===== src/sv/text_line_number_escape_filter_assert.svh =====
// ----------------------------------------------------------------------------
// text_line_number_escape_filter_assert.svh
// assertion macros shared by the line numbering and escape filter
// ----------------------------------------------------------------------------
`ifndef TEXT_LINE_NUMBER_ESCAPE_FILTER_ASSERT_SVH
`define TEXT_LINE_NUMBER_ESCAPE_FILTER_ASSERT_SVH

// same-cycle implication, checked outside reset
`define TLNEF_ASSERT_IMPL(lbl, clk, rstn, ante, cons, msg) \
  lbl: assert property (@(posedge clk) disable iff (!rstn) (ante) |-> (cons)) \
    else $error(msg);

// next-cycle implication, checked outside reset
`define TLNEF_ASSERT_NEXT(lbl, clk, rstn, ante, cons, msg) \
  lbl: assert property (@(posedge clk) disable iff (!rstn) (ante) |=> (cons)) \
    else $error(msg);

`endif


===== src/sv/tlnef_pkg.sv =====
// ----------------------------------------------------------------------------
// tlnef_pkg
// shared types and character constants of the line numbering escape filter
// ----------------------------------------------------------------------------
package tlnef_pkg;

  // input word
  typedef struct packed {
    logic [7:0] data_byte;
    logic       file_start;
  } in_word_t;

  // result word
  typedef struct packed {
    logic [7:0] out_byte;
    logic       last_of_run;
  } out_word_t;

  // option registers
  typedef struct packed {
    logic number_all_lines;
    logic number_nonblank_lines;
    logic squeeze_blank_lines;
    logic show_line_ends;
    logic show_tab_chars;
    logic show_nonprinting;
  } cfg_t;

  localparam int unsigned CFG_ADDR_W = 3;
  localparam logic [CFG_ADDR_W-1:0] CFG_NUMBER_ALL      = 3'd0;
  localparam logic [CFG_ADDR_W-1:0] CFG_NUMBER_NONBLANK = 3'd1;
  localparam logic [CFG_ADDR_W-1:0] CFG_SQUEEZE_BLANK   = 3'd2;
  localparam logic [CFG_ADDR_W-1:0] CFG_SHOW_ENDS       = 3'd3;
  localparam logic [CFG_ADDR_W-1:0] CFG_SHOW_TABS       = 3'd4;
  localparam logic [CFG_ADDR_W-1:0] CFG_SHOW_NONPRINT   = 3'd5;

  // marker bytes placed before the final byte
  typedef enum logic [1:0] {
    MARK_NONE,
    MARK_CARET,
    MARK_DOLLAR,
    MARK_META
  } mark_e;

  // per-word control handed from front to back
  typedef struct packed {
    logic       pfx_en;
    mark_e      mark;
    logic [7:0] fin_byte;
  } desc_ctl_t;

  // back-end status seen by the top level
  typedef struct packed {
    logic q_pop;
    logic mid_item;
  } bk_stat_t;

  localparam logic [7:0] CH_LF     = 8'h0A;
  localparam logic [7:0] CH_TAB    = 8'h09;
  localparam logic [7:0] CH_SPACE  = 8'h20;
  localparam logic [3:0] CH_DIGIT_HI = 4'h3;
  localparam logic [7:0] CH_CARET  = 8'h5E;
  localparam logic [7:0] CH_DOLLAR = 8'h24;
  localparam logic [7:0] CH_M      = 8'h4D;
  localparam logic [7:0] CH_DASH   = 8'h2D;
  localparam logic [7:0] CH_I      = 8'h49;
  localparam logic [7:0] CH_DEL    = 8'h7F;
  localparam logic [7:0] ESC_OFFSET = 8'd64;
  localparam logic [7:0] CTL_LIMIT  = 8'd32;
  localparam logic [1:0] BLANK_SAT  = 2'd2;

endpackage


===== src/sv/text_line_number_escape_filter.sv =====
// ----------------------------------------------------------------------------
// text_line_number_escape_filter
// byte stream filter: line numbers, blank squeezing, visible ends, tabs and
// control bytes
// ----------------------------------------------------------------------------
//  channel   handshake         payload
//  input     push / full       in_i  (data_byte, file_start)
//  result    empty / pop       out_o (out_byte, last_of_run)
//  config    cfg_we_i          cfg_addr_i, cfg_wdata_i
//
//  one input word accepted per cycle while the descriptor queue has room
//  a word yields 0 to NUMBER_DIGITS+5 bytes; the back part emits one byte per
//  cycle unless the result stalls, and keeps a word's descriptor at the head until its last byte
//  first byte of a word passes through the descriptor queue, then the result register
//  reset clears the per-file state and options at once, no clearing pass
//  result stalls fill the queue and then raise full
// ----------------------------------------------------------------------------
`include "text_line_number_escape_filter_assert.svh"

module text_line_number_escape_filter import tlnef_pkg::*; #(
  parameter int unsigned NUMBER_DIGITS = 6,
  parameter int unsigned QUEUE_DEPTH   = 4
) (
  input  logic                  clk_i,
  input  logic                  rst_ni,
  // input side
  input  logic                  push,
  output logic                  full,
  input  in_word_t              in_i,
  // result side
  output logic                  empty,
  input  logic                  pop,
  output out_word_t             out_o,
  // option writes
  input  logic                  cfg_we_i,
  input  logic [CFG_ADDR_W-1:0] cfg_addr_i,
  input  logic                  cfg_wdata_i
);

  // descriptor layout in the queue: control, digits, blank mask
  localparam int unsigned CTL_W  = $bits(desc_ctl_t);
  localparam int unsigned DESC_W = CTL_W + 5 * NUMBER_DIGITS;

  cfg_t                          cfg_q;
  logic                          acc, q_push, q_empty, q_full;
  desc_ctl_t                     fr_ctl, hd_ctl;
  logic [NUMBER_DIGITS-1:0][3:0] fr_digits, hd_digits;
  logic [NUMBER_DIGITS-1:0]      fr_blank, hd_blank;
  logic [DESC_W-1:0]             q_wdata, q_rdata;
  bk_stat_t                      stat;

  // option registers, unknown indexes ignored
  always_ff @(posedge clk_i or negedge rst_ni) begin
    if (!rst_ni) begin
      cfg_q <= '0;
    end else if (cfg_we_i) begin
      unique case (cfg_addr_i)
        CFG_NUMBER_ALL:      cfg_q.number_all_lines      <= cfg_wdata_i;
        CFG_NUMBER_NONBLANK: cfg_q.number_nonblank_lines <= cfg_wdata_i;
        CFG_SQUEEZE_BLANK:   cfg_q.squeeze_blank_lines   <= cfg_wdata_i;
        CFG_SHOW_ENDS:       cfg_q.show_line_ends        <= cfg_wdata_i;
        CFG_SHOW_TABS:       cfg_q.show_tab_chars        <= cfg_wdata_i;
        CFG_SHOW_NONPRINT:   cfg_q.show_nonprinting      <= cfg_wdata_i;
        default:             cfg_q <= cfg_q;
      endcase
    end
  end

  // a word is taken whenever the queue has room; squeezed words vanish in the front
  assign full = q_full;
  assign acc  = push && !q_full;

  tlnef_front #(
    .NUMBER_DIGITS (NUMBER_DIGITS)
  ) u_front (
    .clk_i    (clk_i),
    .rst_ni   (rst_ni),
    .cfg_i    (cfg_q),
    .acc_i    (acc),
    .in_i     (in_i),
    .wr_o     (q_push),
    .ctl_o    (fr_ctl),
    .digits_o (fr_digits),
    .blank_o  (fr_blank)
  );

  assign q_wdata = {fr_ctl, fr_digits, fr_blank};

  tlnef_queue #(
    .WIDTH (DESC_W),
    .DEPTH (QUEUE_DEPTH)
  ) u_queue (
    .clk_i   (clk_i),
    .rst_ni  (rst_ni),
    .push_i  (q_push),
    .wdata_i (q_wdata),
    .pop_i   (stat.q_pop),
    .rdata_o (q_rdata),
    .empty_o (q_empty),
    .full_o  (q_full)
  );

  // unpack the head descriptor
  assign hd_ctl    = q_rdata[DESC_W-1 -: CTL_W];
  assign hd_digits = q_rdata[5*NUMBER_DIGITS-1 -: 4*NUMBER_DIGITS];
  assign hd_blank  = q_rdata[NUMBER_DIGITS-1:0];

  // back part walks the head and owns the result register
  tlnef_back #(
    .NUMBER_DIGITS (NUMBER_DIGITS)
  ) u_back (
    .clk_i         (clk_i),
    .rst_ni        (rst_ni),
    .head_vld_i    (!q_empty),
    .head_ctl_i    (hd_ctl),
    .head_digits_i (hd_digits),
    .head_blank_i  (hd_blank),
    .pop_i         (pop),
    .empty_o       (empty),
    .out_o         (out_o),
    .stat_o        (stat)
  );

  // queue is only popped with a descriptor at its head
  `TLNEF_ASSERT_IMPL(a_pop_has_head, clk_i, rst_ni, stat.q_pop, !q_empty, "pop of empty queue")
  // a word part-way through expansion keeps its descriptor at the head
  `TLNEF_ASSERT_IMPL(a_mid_has_head, clk_i, rst_ni, stat.mid_item, !q_empty, "head lost mid word")
  // front never writes a full queue
  `TLNEF_ASSERT_IMPL(a_push_room, clk_i, rst_ni, q_push, !q_full, "push into full queue")
  // a write into an empty queue is seen at the head next cycle
  `TLNEF_ASSERT_NEXT(a_push_lands, clk_i, rst_ni, q_push && q_empty, !q_empty, "pushed word lost")

endmodule


===== src/sv/tlnef_front.sv =====
// ----------------------------------------------------------------------------
// tlnef_front
// classifies each input word, keeps the per-file state, builds a descriptor
// ----------------------------------------------------------------------------
module tlnef_front import tlnef_pkg::*; #(
  parameter int unsigned NUMBER_DIGITS = 6
) (
  input  logic                            clk_i,
  input  logic                            rst_ni,
  input  cfg_t                            cfg_i,
  input  logic                            acc_i,
  input  in_word_t                        in_i,
  output logic                            wr_o,
  output desc_ctl_t                       ctl_o,
  output logic [NUMBER_DIGITS-1:0][3:0]   digits_o,
  output logic [NUMBER_DIGITS-1:0]        blank_o
);

  localparam int unsigned CNT_W = 4 * NUMBER_DIGITS;

  typedef logic [NUMBER_DIGITS-1:0][3:0] bcd_t;

  localparam bcd_t CNT_ONE = bcd_t'(CNT_W'(1));

  bcd_t       cnt_q, cnt_d, eff_cnt, cnt_inc;
  logic       ls_q, ls_d, eff_ls;
  logic [1:0] blank_q, blank_d, eff_blank, blank_new;
  logic       is_lf, drop, num_all, pfx_num, pfx_sp, tab_sub;
  logic       is_meta, is_ctl, is_del;
  logic [7:0] c1, fin;
  logic [NUMBER_DIGITS-1:0] blank_num;

  // file start restarts the per-file state ahead of this word
  assign eff_cnt   = in_i.file_start ? CNT_ONE : cnt_q;
  assign eff_ls    = in_i.file_start ? 1'b1 : ls_q;
  assign eff_blank = in_i.file_start ? 2'd0 : blank_q;

  assign is_lf   = (in_i.data_byte == CH_LF);
  assign num_all = cfg_i.number_all_lines && !cfg_i.number_nonblank_lines;

  always_comb begin
    blank_new = 2'd0;
    drop      = 1'b0;
    if (cfg_i.squeeze_blank_lines && is_lf && eff_ls) begin
      blank_new = (eff_blank < BLANK_SAT) ? eff_blank + 2'd1 : eff_blank;
      drop      = (blank_new == BLANK_SAT);
    end
  end

  assign pfx_num = eff_ls && ((cfg_i.number_nonblank_lines && !is_lf) || num_all);
  assign pfx_sp  = is_lf && cfg_i.show_line_ends && cfg_i.number_nonblank_lines && eff_ls;
  assign tab_sub = (in_i.data_byte == CH_TAB) && cfg_i.show_tab_chars;
  assign c1      = tab_sub ? CH_I : in_i.data_byte;

  assign is_meta = cfg_i.show_nonprinting && (c1[7:5] == 3'b100);
  assign is_ctl  = cfg_i.show_nonprinting && (c1 < CTL_LIMIT) && (c1 != CH_LF) &&
                   (c1 != CH_TAB);
  assign is_del  = cfg_i.show_nonprinting && (c1 == CH_DEL);

  always_comb begin
    if (is_meta || is_del) begin
      fin = c1 - ESC_OFFSET;
    end else if (is_ctl) begin
      fin = c1 + ESC_OFFSET;
    end else begin
      fin = c1;
    end
  end

  always_comb begin
    ctl_o.pfx_en   = pfx_num || pfx_sp;
    ctl_o.fin_byte = fin;
    priority if (tab_sub) begin
      ctl_o.mark = MARK_CARET;
    end else if (is_lf && cfg_i.show_line_ends) begin
      ctl_o.mark = MARK_DOLLAR;
    end else if (is_meta) begin
      ctl_o.mark = MARK_META;
    end else if (is_ctl || is_del) begin
      ctl_o.mark = MARK_CARET;
    end else begin
      ctl_o.mark = MARK_NONE;
    end
  end

  // saturating bcd increment
  always_comb begin
    logic carry;
    logic all9;
    carry = 1'b1;
    all9  = 1'b1;
    for (int i = 0; i < int'(NUMBER_DIGITS); i++) begin
      if (eff_cnt[i] != 4'd9) all9 = 1'b0;
    end
    for (int i = 0; i < int'(NUMBER_DIGITS); i++) begin
      if (carry) begin
        if (eff_cnt[i] == 4'd9) begin
          cnt_inc[i] = 4'd0;
        end else begin
          cnt_inc[i] = eff_cnt[i] + 4'd1;
          carry      = 1'b0;
        end
      end else begin
        cnt_inc[i] = eff_cnt[i];
      end
    end
    if (all9) cnt_inc = eff_cnt;
  end

  // leading zeros print as spaces, lowest digit always shown
  always_comb begin
    logic hi_zero;
    hi_zero = 1'b1;
    for (int i = int'(NUMBER_DIGITS) - 1; i >= 0; i--) begin
      hi_zero      = hi_zero && (eff_cnt[i] == 4'd0);
      blank_num[i] = hi_zero && (i > 0);
    end
  end

  assign digits_o = eff_cnt;
  assign blank_o  = pfx_sp ? '1 : blank_num;
  assign wr_o     = acc_i && !drop;

  always_comb begin
    cnt_d   = cnt_q;
    ls_d    = ls_q;
    blank_d = blank_q;
    if (acc_i) begin
      cnt_d   = (pfx_num && !drop) ? cnt_inc : eff_cnt;
      ls_d    = drop ? eff_ls : (fin == CH_LF);
      blank_d = blank_new;
    end
  end

  always_ff @(posedge clk_i or negedge rst_ni) begin
    if (!rst_ni) begin
      cnt_q   <= CNT_ONE;
      ls_q    <= 1'b1;
      blank_q <= 2'd0;
    end else begin
      cnt_q   <= cnt_d;
      ls_q    <= ls_d;
      blank_q <= blank_d;
    end
  end

endmodule


===== src/sv/tlnef_queue.sv =====
// ----------------------------------------------------------------------------
// tlnef_queue
// short descriptor queue between the front and back parts
// ----------------------------------------------------------------------------
module tlnef_queue import tlnef_pkg::*; #(
  parameter int unsigned WIDTH = 8,
  parameter int unsigned DEPTH = 4
) (
  input  logic             clk_i,
  input  logic             rst_ni,
  input  logic             push_i,
  input  logic [WIDTH-1:0] wdata_i,
  input  logic             pop_i,
  output logic [WIDTH-1:0] rdata_o,
  output logic             empty_o,
  output logic             full_o
);

  localparam int unsigned AW = (DEPTH > 1) ? $clog2(DEPTH) : 1;
  localparam int unsigned CW = $clog2(DEPTH + 1);
  localparam logic [AW-1:0] LAST_PTR = AW'(DEPTH - 1);

  logic [WIDTH-1:0] mem [DEPTH];
  logic [AW-1:0]    wr_q, rd_q;
  logic [CW-1:0]    cnt_q;

  assign rdata_o = mem[rd_q];
  assign empty_o = (cnt_q == '0);
  assign full_o  = (cnt_q == CW'(DEPTH));

  always_ff @(posedge clk_i) begin
    if (push_i) mem[wr_q] <= wdata_i;
  end

  always_ff @(posedge clk_i or negedge rst_ni) begin
    if (!rst_ni) begin
      wr_q  <= '0;
      rd_q  <= '0;
      cnt_q <= '0;
    end else begin
      if (push_i) wr_q <= (wr_q == LAST_PTR) ? '0 : wr_q + AW'(1);
      if (pop_i)  rd_q <= (rd_q == LAST_PTR) ? '0 : rd_q + AW'(1);
      unique case ({push_i, pop_i})
        2'b10:   cnt_q <= cnt_q + CW'(1);
        2'b01:   cnt_q <= cnt_q - CW'(1);
        default: cnt_q <= cnt_q;
      endcase
    end
  end

endmodule


===== src/sv/tlnef_back.sv =====
// ----------------------------------------------------------------------------
// tlnef_back
// expands a descriptor into bytes, one per cycle unless the result stalls
// ----------------------------------------------------------------------------
module tlnef_back import tlnef_pkg::*; #(
  parameter int unsigned NUMBER_DIGITS = 6
) (
  input  logic                          clk_i,
  input  logic                          rst_ni,
  input  logic                          head_vld_i,
  input  desc_ctl_t                     head_ctl_i,
  input  logic [NUMBER_DIGITS-1:0][3:0] head_digits_i,
  input  logic [NUMBER_DIGITS-1:0]      head_blank_i,
  input  logic                          pop_i,
  output logic                          empty_o,
  output out_word_t                     out_o,
  output bk_stat_t                      stat_o
);

  // slots: digits, tab, three marker places, final byte
  localparam int unsigned SLOT_W = $clog2(NUMBER_DIGITS + 5);
  localparam int unsigned DIG_IW = (NUMBER_DIGITS > 1) ? $clog2(NUMBER_DIGITS) : 1;
  localparam logic [SLOT_W-1:0] S_TAB  = SLOT_W'(NUMBER_DIGITS);
  localparam logic [SLOT_W-1:0] S_M    = SLOT_W'(NUMBER_DIGITS + 1);
  localparam logic [SLOT_W-1:0] S_DASH = SLOT_W'(NUMBER_DIGITS + 2);
  localparam logic [SLOT_W-1:0] S_MARK = SLOT_W'(NUMBER_DIGITS + 3);
  localparam logic [SLOT_W-1:0] S_FIN  = SLOT_W'(NUMBER_DIGITS + 4);
  localparam logic [SLOT_W-1:0] S_TOP  = SLOT_W'(NUMBER_DIGITS - 1);

  logic              out_vld_q, fresh_q;
  logic [SLOT_W-1:0] pos_q, after_pfx, start, cur, nxt, dig_sel;
  logic [DIG_IW-1:0] dig_idx;
  logic              emit, last;
  logic [7:0]        byte_val;
  out_word_t         out_q;

  always_comb begin
    if (head_ctl_i.mark == MARK_META) begin
      after_pfx = S_M;
    end else if (head_ctl_i.mark != MARK_NONE) begin
      after_pfx = S_MARK;
    end else begin
      after_pfx = S_FIN;
    end
  end

  assign start   = head_ctl_i.pfx_en ? '0 : after_pfx;
  assign cur     = fresh_q ? start : pos_q;
  assign nxt     = (cur == S_TAB) ? after_pfx : cur + SLOT_W'(1);
  assign dig_sel = S_TOP - cur;
  assign dig_idx = dig_sel[DIG_IW-1:0];
  assign last    = (cur == S_FIN);
  assign emit    = head_vld_i && (!out_vld_q || pop_i);

  always_comb begin
    priority if (cur < S_TAB) begin
      byte_val = head_blank_i[dig_idx] ? CH_SPACE : {CH_DIGIT_HI, head_digits_i[dig_idx]};
    end else if (cur == S_TAB) begin
      byte_val = CH_TAB;
    end else if (cur == S_M) begin
      byte_val = CH_M;
    end else if (cur == S_DASH) begin
      byte_val = CH_DASH;
    end else if (cur == S_MARK) begin
      byte_val = (head_ctl_i.mark == MARK_DOLLAR) ? CH_DOLLAR : CH_CARET;
    end else begin
      byte_val = head_ctl_i.fin_byte;
    end
  end

  always_ff @(posedge clk_i or negedge rst_ni) begin
    if (!rst_ni) begin
      out_vld_q <= 1'b0;
      fresh_q   <= 1'b1;
      pos_q     <= '0;
    end else if (emit) begin
      out_vld_q <= 1'b1;
      if (last) begin
        fresh_q <= 1'b1;
      end else begin
        fresh_q <= 1'b0;
        pos_q   <= nxt;
      end
    end else if (pop_i) begin
      out_vld_q <= 1'b0;
    end
  end

  always_ff @(posedge clk_i) begin
    if (emit) begin
      out_q.out_byte    <= byte_val;
      out_q.last_of_run <= last;
    end
  end

  assign out_o           = out_q;
  assign empty_o         = !out_vld_q;
  assign stat_o.q_pop    = emit && last;
  assign stat_o.mid_item = !fresh_q;

endmodule

===== config.mk =====
export PLATFORM = sky130hd
export DESIGN_NAME = text_line_number_escape_filter
export DESIGN_NICKNAME = d
export VERILOG_FILES = /design/src/sv/tlnef_pkg.sv /design/src/sv/text_line_number_escape_filter.sv /design/src/sv/tlnef_front.sv /design/src/sv/tlnef_queue.sv /design/src/sv/tlnef_back.sv
export VERILOG_INCLUDE_DIRS = /design/src /design/src/sv
export SDC_FILE = /design/constraint.sdc
export NUM_CORES = 1
export LEC_CHECK = 0
export BUFFER_PORTS_ARGS = -buffer_cell sky130_fd_sc_hd__buf_4
export CORE_MARGIN = 3
export CORE_UTILIZATION = 48
export CTS_CLUSTER_SIZE = 14
export DETAILED_ROUTE_END_ITERATION = 7
export SLEW_MARGIN = 40
export SYNTH_ARGS = -nofsm -noshare
export SYNTH_HDL_FRONTEND = slang
export SYNTH_SLANG_ARGS = --single-unit

===== constraint.sdc =====
create_clock -name clk_i -period 10.3 [get_ports clk_i]
set_clock_uncertainty 0.1 [all_clocks]
set_input_delay 3.09 -clock clk_i [delete_from_list [all_inputs] [get_ports clk_i]]
set_output_delay 3.09 -clock clk_i [all_outputs]
set_load 0.02 [all_outputs]

# After elaboration in Yosys (flattened, before gate mapping)
# Memories as Yosys holds them, arrays and structs flattened.
# Cells that the tools add are included.
[word_totals]
memories = 1
wordCells = 198
inputBits = 18
ramBits = 164
reg_bits = 55
output_inout_bits = 11
[op_classes]
bitwise = 1
eq_ne = 37
reduce_logical = 51
addsub = 15
n_lt_le_gt_ge = 4
mux = 67
[mem_list]
columns = ["name", "depth", "width", "rd", "rd_clocked_by_memory_dff", "wr", "line_no", "text"]
rows = [
  ["u_queue.mem", 4, 41, 1, 0, 1, "tlnef_queue.sv:23", "logic [WIDTH-1:0] mem [DEPTH];"],
]
[op_table]
columns = ["operator", "n"]
rows = [
  ["$mux 24", 3],
  ["$mux 4", 16],
  ["$mux 8", 8],
  ["$eq 4x4->1 const B", 9],
  ["$add 4x1->4 const B", 7],
  ["$mux 1", 25],
  ["$eq 8x4->1 const B", 3],
  ["$ne 4x4->1 const B", 6],
  ["$logic_and 1x1->1", 23],
  ["$logic_not 4->1", 5],
  ["$mux 2", 9],
  ["$ne 8x4->1 const B", 2],
  ["$reduce_and 2->1", 7],
  ["$bmux 4 s3", 1],
  ["$eq 2x2->1 const B", 6],
  ["$eq 3x3->1 const B", 4],
  ["$add 8x7->8 const B", 1],
  ["$eq 4x3->1 const B", 2],
  ["$eq 8x7->1 const B", 1],
  ["$lt 8x6->1 const B", 1],
  ["$sub 8x7->8 const B", 1],
  ["$mux 7", 1],
  ["$add 2x1->2 const B", 3],
  ["$eq 3x2->1 const B", 2],
  ["17 further kinds", 29],
]

# Longest topological paths before layout
[depth]
depth_word = 12
ltp_mapped = 19
mapped_depth_nobuf = 15

# Cells and area by module
# Synthesis repeated with hierarchy kept, for this count alone.
[hier_totals]
cells_unflattened = 715
area_unflattened_um2 = 10540.1
[by_module_without_submodules]
columns = ["module", "cells_each", "area_per_inst_um2", "seq_area_each_um2", "n_inst"]
rows = [
  ["tlnef_queue", 253, 6389.9, 5099.9, 1],
  ["tlnef_front", 297, 2426.1, 678.2, 1],
  ["tlnef_back", 145, 1415.1, 421.7, 1],
  ["text_line_number_escape_filter", 20, 309.0, 150.1, 1],
]

# Least setup slack after synthesis
# OpenSTA, ideal clock, no wires.
[synth_timing]
kind = "input to register"
start = "input in_i[0] in the netlist's numbering"
end = "memory u_queue.mem[3][0] in the netlist's numbering, enable pin"
arrival_ps = 5051
path_slack_ps = 4747
path_buffers = 1
stages = 4
t_required_ps = 9798
setup_time_ps = 402
cell_sequence = "buf_2 or2_2 a41oi_1 and2_1"
[synth_via]
elab_chain_len = 9
word_cells_on_any_way = 12
[synth_rtl]
columns = ["element", "line_no", "text"]
rows = [
  ["start: declaration", "text_line_number_escape_filter.sv:29", "input in_word_t in_i,"],
  ["$mux 2", "tlnef_front.sv:36", "assign eff_blank = in_i.file_start ? 2'd0 : blank_q;"],
  ["$add 2x1->2 or $lt 2x2->1 (tied branches)", "tlnef_front.sv:45", "blank_new = (eff_blank < BLANK_SAT) ? eff_blank + 2'd1 : eff_blank;"],
  ["$mux 2", "tlnef_front.sv:45", ""],
  ["$eq 2x2->1", "tlnef_front.sv:46", "drop = (blank_new == BLANK_SAT);"],
  ["$mux 1 (*)", "tlnef_front.sv:44", "if (cfg_i.squeeze_blank_lines && is_lf && eff_ls) begin"],
  ["$logic_not 1->1 (*)", "tlnef_front.sv:122", "assign wr_o = acc_i && !drop;"],
  ["$logic_and 1x1->1 (*)", "tlnef_front.sv:122", ""],
  ["$mux 1 (*)", "tlnef_queue.sv:32", "if (push_i) mem[wr_q] <= wdata_i;"],
  ["$mux 1 (not written as such) (*)", "tlnef_queue.sv:32", ""],
  ["end: declaration", "tlnef_queue.sv:23", ""],
]
# Every way passes the cells marked *; elsewhere a longest branch is shown, timed or not.

# Final worst setup path
[layout_timing]
start = "input in_i[6] in the netlist's numbering"
end = "register u_queue.cnt_q[2]"
[layout_via]
elab_chain_len = 8
word_cells_on_any_way = 10
[layout_rtl]
columns = ["element", "line_no", "text"]
rows = [
  ["$eq 8x4->1 (*)", "tlnef_front.sv:38", "assign is_lf = (in_i.data_byte == CH_LF);"],
  ["$logic_and 1x1->1 (*) (2 in a row)", "tlnef_front.sv:44", ""],
  ["$mux 1 (*)", "tlnef_front.sv:44", ""],
  ["$logic_not 1->1 (*)", "tlnef_front.sv:122", ""],
  ["$logic_and 1x1->1 (*)", "tlnef_front.sv:122", ""],
  ["$eq 2x1->1 or $eq 2x2->1 (tied branches)", "tlnef_queue.sv:43", "unique case ({push_i, pop_i})"],
  ["$pmux 3 s2 or $reduce_bool 2->1 (tied branches)", "--", ""],
  ["end signal: assignment", "tlnef_queue.sv:44", "2'b10: cnt_q <= cnt_q + CW'(1);"],
  ["end signal: assignment", "tlnef_queue.sv:45", "2'b01: cnt_q <= cnt_q - CW'(1);"],
  ["end signal: assignment", "tlnef_queue.sv:46", "default: cnt_q <= cnt_q;"],
  ["end: declaration", "tlnef_queue.sv:25", "logic [CW-1:0] cnt_q;"],
]
# Marked as above.
# A chain may end at the register's enable or synchronous reset.

==> impl_results.html <==
<table>
<tr><th>Metric</th><th>Value</th></tr>
<tr><th colspan="2">Detailed routing</th></tr>
<tr><td>Post-detailed-routing wire length</td><td>roughly 21,000 µm</td></tr>
<tr><td>Post-route DRC</td><td>0</td></tr>
<tr><td>Number of design-rule violations left by the first detailed-router iteration</td><td>433</td></tr>
<tr><td>Average wire per standard cell</td><td>~21 µm</td></tr>
<tr><td>Initial DRT Pass Iterations</td><td>5</td></tr>
<tr><td>DR vias/cell</td><td>between 5 and 6</td></tr>
<tr><td>Number of vias after detailed routing</td><td>approximately 6,000</td></tr>
<tr><td>Number of nets with antenna violations after detailed routing</td><td>0</td></tr>
<tr><th colspan="2">Setup path</th></tr>
<tr><td>Kind of capture point of the worst setup path</td><td>flop</td></tr>
<tr><td>Category of the worst setup path launch point</td><td>primary input</td></tr>
<tr><td>Critical setup path kind</td><td>in -&gt; reg</td></tr>
<tr><td>Arrival time at the worst endpoint</td><td>between 5000 and 6000 ps</td></tr>
<tr><td>Max FO, Critical Path</td><td>9</td></tr>
<tr><td>Required time reported for the critical path endpoint</td><td>10,620 ps</td></tr>
<tr><td>Register-to-Register Path Depth</td><td>16</td></tr>
<tr><th colspan="2">Final layout</th></tr>
<tr><td>Antenna Diode Count</td><td>0</td></tr>
<tr><td>Top library cells by usage in the layout, fill and taps aside</td><td>sky130_fd_sc_hd__edfxtp_1, sky130_fd_sc_hd__nand2_1, sky130_fd_sc_hd__mux4_2, sky130_fd_sc_hd__dfrtp_1, sky130_fd_sc_hd__o21ai_0</td></tr>
<tr><td>Final nets</td><td>about 750</td></tr>
<tr><td>Fraction of final layout cells with drive strength greater than 1</td><td>0.217</td></tr>
<tr><td>Fill cell instance count of the final layout</td><td>approximately 1,700</td></tr>
<tr><td>Synth-to-Final Area Change</td><td>12.2%</td></tr>
<tr><td>Combined area of the multi-input logic cells</td><td>approximately 3500 µm²</td></tr>
<tr><td>Filler-free cell count of the finished design</td><td>999</td></tr>
<tr><td>Most frequent standard cell in the layout excluding fill and tap cells</td><td>sky130_fd_sc_hd__edfxtp_1</td></tr>
<tr><td>Sequential Area</td><td>6350 µm²</td></tr>
<tr><th colspan="2">Timing</th></tr>
<tr><td>Final hold vios</td><td>0</td></tr>
<tr><td>Setup repair after global routing missed its margin</td><td>no</td></tr>
<tr><td>Slew Limit Fails</td><td>0</td></tr>
<tr><td>Final number of setup-violating endpoints</td><td>0</td></tr>
<tr><td>Accumulated negative setup slack</td><td>0 ps</td></tr>
<tr><td>Maximum frequency from static timing analysis</td><td>180 MHz</td></tr>
<tr><td>Share of the clock period used by the worst path after layout</td><td>0.538</td></tr>
<tr><td>Worst slew pin tran</td><td>a little under 800 ps</td></tr>
<tr><td>Fin crit period</td><td>around 5500 ps</td></tr>
<tr><td>Headroom to the max-slew limit</td><td>0.480</td></tr>
<tr><th colspan="2">Synth</th></tr>
<tr><td>Synth Flop Type</td><td>sky130_fd_sc_hd__edfxtp_1</td></tr>
<tr><td>Post-Synthesis Net Count</td><td>about 720</td></tr>
<tr><td>Portion of the post-synthesis area used by sequential elements</td><td>0.629</td></tr>
<tr><td>Post-synth cell types</td><td>76</td></tr>
<tr><td>Mapped cell area</td><td>around 10,000 µm²</td></tr>
<tr><td>Count of mapped cells out of synthesis</td><td>approximately 700</td></tr>
<tr><td>Synthesis warning total</td><td>0</td></tr>
<tr><td>Area contributors post-synth</td><td>sky130_fd_sc_hd__edfxtp_1, sky130_fd_sc_hd__dfrtp_1, sky130_fd_sc_hd__mux4_2</td></tr>
<tr><td>Share of the synthesized area in the top cell type</td><td>0.514</td></tr>
<tr><td>Synth Register Bits</td><td>219</td></tr>
<tr><td>Post-synth EDFFs</td><td>173</td></tr>
<tr><td>Share of synthesized registers carrying an async set or reset</td><td>0.210</td></tr>
<tr><td>Mapped Avg Cell Area</td><td>14.7 µm²</td></tr>
<tr><td>Cell type with the highest aggregate area in the netlist</td><td>sky130_fd_sc_hd__edfxtp_1</td></tr>
<tr><th colspan="2">Run status</th></tr>
<tr><td>Run status</td><td>complete, no violations</td></tr>
<tr><th colspan="2">Clocking</th></tr>
<tr><td>Count of instances resized after the clock tree is built</td><td>0</td></tr>
<tr><td>Postcts setup bufs</td><td>0</td></tr>
<tr><td>H-Tree Level Count</td><td>1</td></tr>
<tr><td>TritonCTS Buffers</td><td>23</td></tr>
<tr><td>Root Driver</td><td>sky130_fd_sc_hd__clkbuf_16</td></tr>
<tr><td>Skew-Pair Late Insertion Delay</td><td>just over 500 ps</td></tr>
<tr><td>Maximum clock path buffer count</td><td>3</td></tr>
<tr><td>Hold-fix buffer count after cts</td><td>0</td></tr>
<tr><td>CTS tree</td><td>yes</td></tr>
<tr><td>Num Clock Sinks</td><td>roughly 220</td></tr>
<tr><td>Clock-pin slew on the worst setup and hold paths</td><td>60 ps</td></tr>
<tr><th colspan="2">Placed design</th></tr>
<tr><td>HPWL after detailed placement</td><td>about 14,000 µm</td></tr>
<tr><td>IO buf count</td><td>28</td></tr>
<tr><td>Placed Cells</td><td>between 900 and 1,000</td></tr>
<tr><td>Last weighted congestion value of the routability-driven placer</td><td>between 0.8 and 0.9</td></tr>
<tr><th colspan="2">Global routing</th></tr>
<tr><td>Wire length of the first global-routing pass</td><td>between 30,000 and 40,000 µm</td></tr>
<tr><td>Antenna violations before repair</td><td>0</td></tr>
<tr><td>Global-route met1 utilization</td><td>0.275</td></tr>
<tr><td>Remaining global-route overflow</td><td>0</td></tr>
<tr><td>Largest net degree at the start of global routing</td><td>52</td></tr>
<tr><td>Via count of the first global-routing pass</td><td>5,913</td></tr>
<tr><td>Gr usage total</td><td>0.189</td></tr>
<tr><td>Met2 GRT Util</td><td>0.303</td></tr>
<tr><td>Global-route met3 utilization</td><td>0.0326</td></tr>
<tr><td>Busiest grt layer</td><td>met2</td></tr>
<tr><th colspan="2">Worst hold path</th></tr>
<tr><td>Count of cells along the worst hold path</td><td>2</td></tr>
<tr><td>Worst hold path type</td><td>reg -&gt; reg</td></tr>
<tr><th colspan="2">Power and ir drop</th></tr>
<tr><td>Total power after layout</td><td>3.06 mW</td></tr>
<tr><td>Static leakage</td><td>4.17 nW</td></tr>
<tr><td>Largest vdd supply drop</td><td>0.000117 V</td></tr>
<tr><td>Power density over the cells</td><td>around 270 nW/µm²</td></tr>
<tr><th colspan="2">Floorplanning</th></tr>
<tr><td>Std-Cell Core Area</td><td>around 20,000 µm²</td></tr>
<tr><td>Initial cell density of the core</td><td>0.494</td></tr>
<tr><td>Io pins</td><td>29</td></tr>
<tr><td>Width of the die</td><td>about 150 µm</td></tr>
<tr><td>Chip Height</td><td>about 150 µm</td></tr>
<tr><td>DIE AREA</td><td>approximately 23,000 µm²</td></tr>
<tr><td>Placement Rows</td><td>52</td></tr>
<tr><th colspan="2">Job</th></tr>
<tr><td>Total of max-cap violations</td><td>0</td></tr>
</table>
==> layout make-up <==
class                           instances  share of cell area
Tap cell                              270              0.0298
Inverter                               27             0.00894
Clock buffer                           34              0.0607
Sequential cell                       219               0.560
Timing Repair Buffer                   31              0.0209
Multi-Input combinational cell        410               0.311
Clock inverter                          8             0.00828
==> worst max-delay path, stage by stage <==
cell	delay [ps]
sky130_fd_sc_hd__buf_4	140
sky130_fd_sc_hd__or3_1	440
sky130_fd_sc_hd__nor3_1	550
sky130_fd_sc_hd__a41oi_2	400
sky130_fd_sc_hd__inv_1	210
sky130_fd_sc_hd__ha_1	200
sky130_fd_sc_hd__inv_1	60
sky130_fd_sc_hd__fa_1	380
sky130_fd_sc_hd__xor2_1	150
sky130_fd_sc_hd__nor2_1	110
sky130_fd_sc_hd__xor2_1	150
==> report_power, final <==
group          switching (mW)  internal [mW]  total (mW)
Sequential             0.0651           1.16        1.22
Clock                   0.324          0.512       0.836
Combinational           0.603          0.403        1.01
==> worst paths after layout <==
path	slack [ps]	end	from
max in group asynchronous	7080	u_queue.rd_q[1]	rst_ni
min in group asynchronous	2530	u_queue.rd_q[0]	rst_ni
hold reg to reg	370	u_front.ls_q	u_front.ls_q
setup reg to reg	6140	u_queue.cnt_q[2]	u_queue.rd_q[0]
hold / removal	370	u_front.ls_q	u_front.ls_q
setup / recovery	4750	u_queue.cnt_q[2]	in_i[6]
==> metal layers <==
| layer | vias up | wire length [µm] |
|---|---|---|
| met3 | 28 | 1080 |
| li1 | 2723 | - |
| met1 | 2974 | 9570 |
| met2 | 143 | 10000 |
| met4 | 0 | 384 |
| met5 | - | 0 |
==> registers in the layout, indices dropped and copies added (netlist names), 2 cells and up <==
register and count:
u_queue.wr_q 2, cfg_q 6, u_queue.rd_q 2, u_queue.mem 164, u_back.pos_q 4, u_back.out_o 9, u_front.cnt_q 24, u_front.blank_q 2
u_queue.cnt_q 3
==> through the flow <==
| step | worst slack (ps) | util | area [µm²] | hold WS [ps] |
|---|---|---|---|---|
| 2_1_floorplan | 4750 | - | 10100 | 344 |
| 3_5_place_dp | 4110 | 0.516 | 10500 | 357 |
| 5_1_grt | 4530 | 0.555 | 11300 | 387 |
| 6_report | 4750 | 0.555 | 11300 | 368 |
| 3_3_place_gp | 4150 | 0.515 | 10500 | 361 |
| 4_1_cts | 4650 | 0.554 | 11300 | 367 |
==> logic make-up (layout without fill, tap and decap cells) <==
kind of cell | Yosys count | in the layout | synth area share
compound gates | 127 | 127 | 0.0915
simple gates | 193 | 193 | 0.108
flops | 219 | 219 | 0.629
mux | 65 | 65 | 0.117
xor+xnor | 7 | 7 | 0.00607
buf+inv | 57 | 100 | 0.0251
fa+ha+maj | 18 | 18 | 0.0230
==> synthesized netlist by cell type (5+ instances only) <==
cell and instances:
sky130_fd_sc_hd__nand2_1 52, sky130_fd_sc_hd__o31ai_1 11, sky130_fd_sc_hd__nor2b_1 24, sky130_fd_sc_hd__inv_1 25, sky130_fd_sc_hd__mux4_2 41, sky130_fd_sc_hd__dfrtp_1 43
sky130_fd_sc_hd__nand3_1 13, sky130_fd_sc_hd__nand4_1 7, sky130_fd_sc_hd__nor3_1 6, sky130_fd_sc_hd__a31oi_1 7, sky130_fd_sc_hd__nand2b_1 11, sky130_fd_sc_hd__buf_2 5
sky130_fd_sc_hd__mux2_2 17, sky130_fd_sc_hd__a21oi_1 17, sky130_fd_sc_hd__mux2i_1 7, sky130_fd_sc_hd__edfxtp_1 173, sky130_fd_sc_hd__a211oi_1 5, sky130_fd_sc_hd__nor2_1 21
sky130_fd_sc_hd__o21ai_0 35, sky130_fd_sc_hd__ha_1 17, sky130_fd_sc_hd__a22oi_1 5, sky130_fd_sc_hd__clkbuf_1 17, sky130_fd_sc_hd__a21o_1 10, sky130_fd_sc_hd__nor4_1 6
sky130_fd_sc_hd__and2_1 11, sky130_fd_sc_hd__and3_1 7
No activity file was read; power rests on OpenSTA's default activity.
